**src/design/ipu_pkg.sv**
```systemverilog
// Package for the plasticity update unit: sizes, register codes, stage structs,
// and the Q16.16 saturation helpers. No dependencies.
package ipu_pkg;

	localparam int UNITS       = 256;
	localparam int IDX_W       = 8;
	localparam int AW          = $clog2(UNITS);
	localparam int Q_W         = 32;
	localparam int LR_W        = 16;
	localparam int M_W         = 24;
	localparam int C_W         = 25;
	localparam int CFG_IDX_W   = 2;
	localparam int CFG_DATA_W  = 24;
	localparam int RECIP_STEPS = 33;

	localparam logic signed [31:0] ONE_Q16   = 32'sh0001_0000;
	localparam logic [C_W-1:0]     TWO_Q16   = 25'h002_0000;
	localparam logic signed [63:0] S32_MAX64 = 64'sh0000_0000_7FFF_FFFF;
	localparam logic signed [63:0] S32_MIN64 = 64'shFFFF_FFFF_8000_0000;

	typedef enum logic [CFG_IDX_W-1:0] {
		REG_LEARN_RATE = 2'd0,
		REG_INV_MEAN   = 2'd1
	} cfg_reg_t;

	// item payload traveling through the term and reciprocal pipelines
	typedef struct packed {
		logic [IDX_W-1:0]    unit;
		logic                inr;
		logic signed [31:0]  a;
		logic signed [31:0]  b;
		logic signed [33:0]  part_a;
		logic signed [33:0]  sum_b;
		logic                flag;
	} side_t;

	// finished update
	typedef struct packed {
		logic [IDX_W-1:0]    unit;
		logic                inr;
		logic signed [31:0]  gain;
		logic signed [31:0]  bias;
		logic                flag;
	} res_t;

	// {overflow, clamped value}
	function automatic logic [32:0] sat32(input logic signed [63:0] v);
		logic [32:0] res;
		if (v > S32_MAX64) res = {1'b1, 32'h7FFF_FFFF};
		else if (v < S32_MIN64) res = {1'b1, 32'h8000_0000};
		else res = {1'b0, v[31:0]};
		return res;
	endfunction

	// Q16.16 product: floor shift, then clamp
	function automatic logic [32:0] qsat(input logic signed [63:0] prod);
		logic signed [63:0] sh;
		sh = prod >>> 16;
		return sat32(sh);
	endfunction

endpackage

```
**src/design/ipu_update.sv**
```systemverilog
// Final update: scales both sums by the learning rate and adds to gain and bias.
// Depends on ipu_pkg.
module ipu_update (
	input  logic                       clk,
	input  logic                       arst_n,
	input  logic                       en,
	input  logic                       in_vld,
	input  ipu_pkg::side_t             in_side,
	input  logic signed [31:0]         recip,
	input  logic                       recip_sat,
	input  logic [ipu_pkg::LR_W-1:0]   lr,
	output logic                       out_vld,
	output ipu_pkg::res_t              out_res
);

	logic signed [34:0] sum_a;
	logic signed [16:0] lr_s;

	logic               vld_s1;
	logic signed [51:0] pa_s1, pb_s1;
	logic signed [31:0] a_s1, b_s1;
	logic [ipu_pkg::IDX_W-1:0] unit_s1;
	logic               inr_s1, flag_s1;

	logic signed [36:0] na, nb;
	logic [32:0]        na_r, nb_r;

	assign sum_a = 35'(recip) + 35'(in_side.part_a);
	assign lr_s  = $signed({1'b0, lr});

	assign na   = 37'(a_s1) + 37'(pa_s1 >>> 16);
	assign nb   = 37'(b_s1) + 37'(pb_s1 >>> 16);
	assign na_r = ipu_pkg::sat32(64'(na));
	assign nb_r = ipu_pkg::sat32(64'(nb));

	always_ff @(posedge clk or negedge arst_n) begin
		if (!arst_n) begin
			vld_s1  <= 1'b0;
			out_vld <= 1'b0;
		end else if (en) begin
			vld_s1  <= in_vld;
			out_vld <= vld_s1;
		end
	end

	always_ff @(posedge clk) begin
		if (en) begin
			pa_s1   <= lr_s * sum_a;
			pb_s1   <= 52'(lr_s * in_side.sum_b);
			a_s1    <= in_side.a;
			b_s1    <= in_side.b;
			unit_s1 <= in_side.unit;
			inr_s1  <= in_side.inr;
			flag_s1 <= in_side.flag | recip_sat;

			out_res.unit <= unit_s1;
			out_res.inr  <= inr_s1;
			out_res.gain <= na_r[31:0];
			out_res.bias <= nb_r[31:0];
			out_res.flag <= flag_s1 | na_r[32] | nb_r[32];
		end
	end

endmodule

```
**config.mk**
```make
export PLATFORM = sky130hd
export DESIGN_NAME = ipu_update
export DESIGN_NICKNAME = d
export VERILOG_FILES = /design/src/design/ipu_pkg.sv /design/src/design/ipu_update.sv
export SDC_FILE = /design/constraint.sdc
export NUM_CORES = 2
export LEC_CHECK = 0
export BUFFER_PORTS_ARGS = -buffer_cell sky130_fd_sc_hd__clkbuf_2
export CAP_MARGIN = 10
export CELL_PAD_IN_SITES_DETAIL_PLACEMENT = 2
export CELL_PAD_IN_SITES_GLOBAL_PLACEMENT = 2
export CORE_MARGIN = 4
export CORE_UTILIZATION = 45
export CTS_BUF_LIST = sky130_fd_sc_hd__clkbuf_8
export DETAILED_ROUTE_END_ITERATION = 16
export GPL_TIMING_DRIVEN = 0
export PLACE_DENSITY_LB_ADDON = 0.12
export SLEW_MARGIN = 20
export SYNTH_ARGS = -nofsm -noshare
export SYNTH_HDL_FRONTEND = slang
export SYNTH_SLANG_ARGS = --single-unit
```
**constraint.sdc**
```tcl
create_clock -name clk -period 7.7 [get_ports clk]
set_clock_uncertainty 0.2 [all_clocks]
set_input_delay 0 -clock clk [delete_from_list [all_inputs] [get_ports clk]]
set_output_delay 0 -clock clk [all_outputs]
set_load 0.05 [all_outputs]
```
==> results of run 1 <==
metrics by stage:
step,instance area (um2),std cells
global placement,53800,7127
floorplan,50600,5380
CTS,58600,7456
detailed placement,53900,7130
cells in the mapped netlist (17+ instances only):
cell type  instances
a211oi_1          18
a21o_1            75
a21oi_1          179
a311oi_1          17
a31oi_1           27
and2_1           430
and3_1            21
clkbuf_1         226
edfxtp_1         219
fa_1            1041
ha_1             345
inv_1           1191
nand2_1          792
nand2b_1          17
nand3_1           56
nand4_1           23
nor2_1            89
nor2b_1           37
nor3_1            21
nor4_1            21
o211ai_1          30
o21a_1            27
o21ai_0           92
o21bai_1          31
xnor2_1          125
xor2_1            57
layer usage:
metal	track usage	GRT overflow
met1	0.686	1
met5	0.299	0
met3	0.541	3
met4	0.773	57
met2	0.913	43
timing repair:
item	CTS
buffers inserted	114
pin swaps	130
resized for setup	336
endpoints found under the hold margin	150
hold buffers	153
endpoints found under the setup margin	52
logic make-up after synthesis:
group | Yosys count
AO/OA/AOI/OAI | 603
XOR/XNOR | 182
adder cells (fa/ha/maj) | 1392
buffers and inverters | 1432
flip-flops | 221
multiplexers | 3
AND/OR/NAND/NOR | 1547
==> results by group, run 1 <==
Global routing
  • Total gr overflow: 104
  • Largest net degree at the start of global routing: 87
  • Initial antenna violation count: 58
  • Gr usage total: 0.720

Yosys
  • Syn nets: 6961
  • Mean Syn Cell Area: 9.36 um2
  • Proportion of synthesized area in mux cells: 0.000646
  • Area fraction in compound gates after synthesis: 0.0797
  • Post-Synth Simple-Gate Area: 0.148
  • Async set or reset register ratio after synthesis: 0.00905
  • Cell area after synthesis: 50400 um2
  • Synthesis Warnings: 0
  • Post-Synthesis Cells: 5380
  • Cell variety after synth: 89
  • Dominant cells by area after synthesis: fa_1 41%, edfxtp_1 13%, inv_1 8.9%
  • Largest family of logic cells by synthesized area: adder cells
  • Synth Area in Adders: 0.501
  • Sequential-to-total area share from yosys stat: 0.132
  • Post-synth top area cell: fa_1
  • Post-synth top flop: edfxtp_1
  • Seq cells post-synth: 221
  • Yosys top cell area share: 0.414
  • Post-synth EDFFs: 219
  • Post-Synth XOR/XNOR Area: 0.0316

Die
  • Die Width: 343 um
  • Initial Util: 0.454
  • I/O Pins: 270
  • Num rows: 122
  • DIE HEIGHT: 343 um

Outcome
  • First Error: [ERROR GRT-0232] Routing congestion too high. Check the congestion heatmap in the GUI.
  • Stop stage: global routing
  • Status: did not finish

Clock tree
  • # H-tree levels: 2
  • CTS Buffer Depth: 3
  • Clock sinks: 221
  • CTS buffer count: 36
  • Clock root buffer: clkbuf_8

STA
  • Worst_ep grt: pa_s1[45]$_DFFE_PP_/D
  • Worst endpoint type: register input

Place
  • Pre-CTS WS: -2760 ps
  • PortBufs: 259
  • HPWL after DPL: 170 mm
  • RD Place Congestion: 0.922
==> inputs of run 2 (changes only) <==
--- a/config.mk
+++ b/config.mk
@@ -7,14 +7,11 @@
 export LEC_CHECK = 0
 export BUFFER_PORTS_ARGS = -buffer_cell sky130_fd_sc_hd__clkbuf_2
 export CAP_MARGIN = 10
-export CELL_PAD_IN_SITES_DETAIL_PLACEMENT = 2
-export CELL_PAD_IN_SITES_GLOBAL_PLACEMENT = 2
 export CORE_MARGIN = 4
-export CORE_UTILIZATION = 45
-export CTS_BUF_LIST = sky130_fd_sc_hd__clkbuf_8
+export CORE_UTILIZATION = 30
 export DETAILED_ROUTE_END_ITERATION = 16
 export GPL_TIMING_DRIVEN = 0
-export PLACE_DENSITY_LB_ADDON = 0.12
+export PLACE_DENSITY_LB_ADDON = 0.15
 export SLEW_MARGIN = 20
 export SYNTH_ARGS = -nofsm -noshare
 export SYNTH_HDL_FRONTEND = slang
==> run 2 against run 1 <==
Effect of this change:
- the flow now finishes, with violations (negative setup slack)
- synthesized cell count is the same
- synthesized area is the same
==> results by group, run 2 <==
Global routing
  • Total gr overflow: 0
  • Largest net degree at the start of global routing: 91
  • Gr usage total: 0.199
  • First-pass GRT wire length: 261 mm
  • Initial antenna violation count: 45
  • Vias in the first global route: 41.6k

STA
  • Worst Tran Pin Value: 1210 ps
  • Max-slew violations: 0
  • Setup violators final: 19
  • Final Cycle Share: 1.05
  • Final hold violations: 0
  • Setup repair after global routing missed its margin: yes
  • Setup tns final: -4420 ps
  • F_max: 123 MHz
  • Post-route minimum period: 8100 ps
  • Final WS setup: -404 ps
  • Max-slew headroom at the worst pin: 0.195

Place
  • PortBufs: 259
  • RD Place Congestion: 0.884
  • HPWL after DPL: 140 mm

Clock tree
  • Clock sinks: 221
  • CTS Buffer Depth: 3
  • Clock root buffer: clkbuf_16
  • # H-tree levels: 1
  • Worst-path clk slew: 60 ps
  • Worst skew pair latency: 600 ps
  • CTS tree: yes
  • CTS buffer count: 30

Min path
  • Hold depth: 2
  • Hold/Removal Path Class: in2reg

Die
  • CORE AREA: 167000 um2
  • Die area: 175000 um2
  • I/O Pins: 270
  • DIE HEIGHT: 418 um
  • Initial Util: 0.302
  • Num rows: 150
  • Die Width: 418 um

Yosys
  • Seq cells post-synth: 221
  • Post-synth top area cell: fa_1
  • Synthesis Warnings: 0
  • Yosys top cell area share: 0.414
  • Sequential-to-total area share from yosys stat: 0.132
  • Syn nets: 6961
  • Dominant cells by area after synthesis: fa_1 41%, edfxtp_1 13%, inv_1 8.9%
  • Synth cell count leaders: 1191 x inv_1, 1041 x fa_1, 792 x nand2_1
  • Cell variety after synth: 89
  • Post-synth EDFFs: 219
  • Async set or reset register ratio after synthesis: 0.00905
  • Cell area after synthesis: 50400 um2
  • Post-Synthesis Cells: 5380
  • Count leader, synth: inv_1
  • Mean Syn Cell Area: 9.36 um2
  • Post-synth top flop: edfxtp_1

Finish
  • Max reg flops: 74
  • Leading registers by flop count: out_res (74), pa_s1 (36), pb_s1 (35)
  • Multi-input gate area: 40300 um2
  • Register Area: 6630 um2
  • Fin util: 0.362
  • Ratio of cells with drive above 1 in the final layout: 0.135
  • Nets: 7534
  • Area Overhead vs Synth: 20.1%
  • Most common cell after layout, fill and taps aside: inv_1
  • Fillers: 17.2k
  • Most frequent cells in the layout: 1173 x inv_1, 1011 x fa_1, 777 x nand2_1, 430 x and2_1, 313 x ha_1
  • Biggest register: out_res

Critical path
  • Critical Path End Type: register
  • R2R Setup Slk: 2140 ps
  • Critical path buffers and inverters: 9
  • Crit Path Category: in2reg
  • Worst R2R Path Depth: 13
  • Crit start category: input pin
  • Most used cell, CP: fa_1
  • CP arrival: 8280 ps
  • CP Depth: 38
  • CP Max Fanout: 4
  • Max stage delay on crit path: 590 ps
  • Required @ worst endpoint: 7880 ps
  • Critical path's top delay family: adder cells
  • Crit path max-delay cell type: fa_1

Detailed routing
  • Residual DRC count: 0
  • Post-DR vias/cell: 4.71
  • Final WL: 172 mm
  • Routed Antenna Nets: 0
  • DR iter-0 viols: 2307
  • Vias: 38.6k
  • Detail-routed net length per standard cell: 21.0 um
  • Router iterations before antenna repair: 6

Outcome
  • Violated checks: negative setup slack
  • Status: finished with violations

Run
  • MaxCap Viol Count: 0
==> run 2: cell counts after synthesis <==
Identical to the previous run, type by type.
==> run 2: logic make-up after synthesis <==
kind of cell,after synthesis,share of synthesized area
AO/OA/AOI/OAI,603,0.0797
AND/OR/NAND/NOR,1547,0.148
XOR/XNOR,182,0.0316
multiplexers,3,0.000646
flip-flops,221,0.132
adder cells (fa/ha/maj),1392,0.501
buffers and inverters,1432,0.108
==> run 2: layout make-up <==
cell class              instances  share of cell area
diodes                         14            0.000579
plain buffers                 238              0.0210
clock buffers                  36              0.0131
clock inverters                20             0.00370
inverters                    1191              0.0739
multi-input cells            3727               0.666
flip-flops and latches        221               0.110
well taps                    2204              0.0456
repair buffers                544              0.0669
==> run 2: worst paths after layout <==
kind,start,endpoint
setup / recovery,recip[0],pa_s1[44]
hold / removal,en,out_res[68]
setup reg to reg,pb_s1[16],out_res[17]
hold reg to reg,unit_s1[6],out_res[72]
max in group asynchronous,arst_n,out_vld
min in group asynchronous,arst_n,vld_s1
==> run 2: repair_timing <==
action,4_1_cts,5_1_grt
gates cloned,2,1
gates resized for setup,275,160
hold buffers,157,0
endpoints found under the hold margin,236,0
setup buffers,103,27
pin swaps,113,104
setup endpoints to repair,46,38
==> run 2: stage by stage <==
| step | cells | setup WS (ps) | hold slack (ps) | instance area (um2) |
|---|---|---|---|---|
| 5_1_grt | 8184 | -722 | 151 | 60500 |
| 2_1_floorplan | 5380 | -272 | -496 | 50600 |
| 3_5_place_dp | 7847 | -2640 | -413 | 54900 |
| 4_1_cts | 8162 | -439 | 118 | 59700 |
| 3_3_place_gp | 7843 | -2800 | -414 | 54700 |
| 6_report | 8195 | -404 | 173 | 60500 |
==> run 2: layer usage <==
metal | vias up | GRT usage | routed length (um)
met5 | - | 0 | 48
met4 | 8 | 0.0506 | 4620
met3 | 179 | 0.0236 | 9050
met2 | 1008 | 0.333 | 81700
met1 | 19767 | 0.275 | 76900
li1 | 17653 | - | -
Power of run 2 is not shown: default switching activity piles up to over one toggle a cycle in this logic, so the estimate is an artifact.
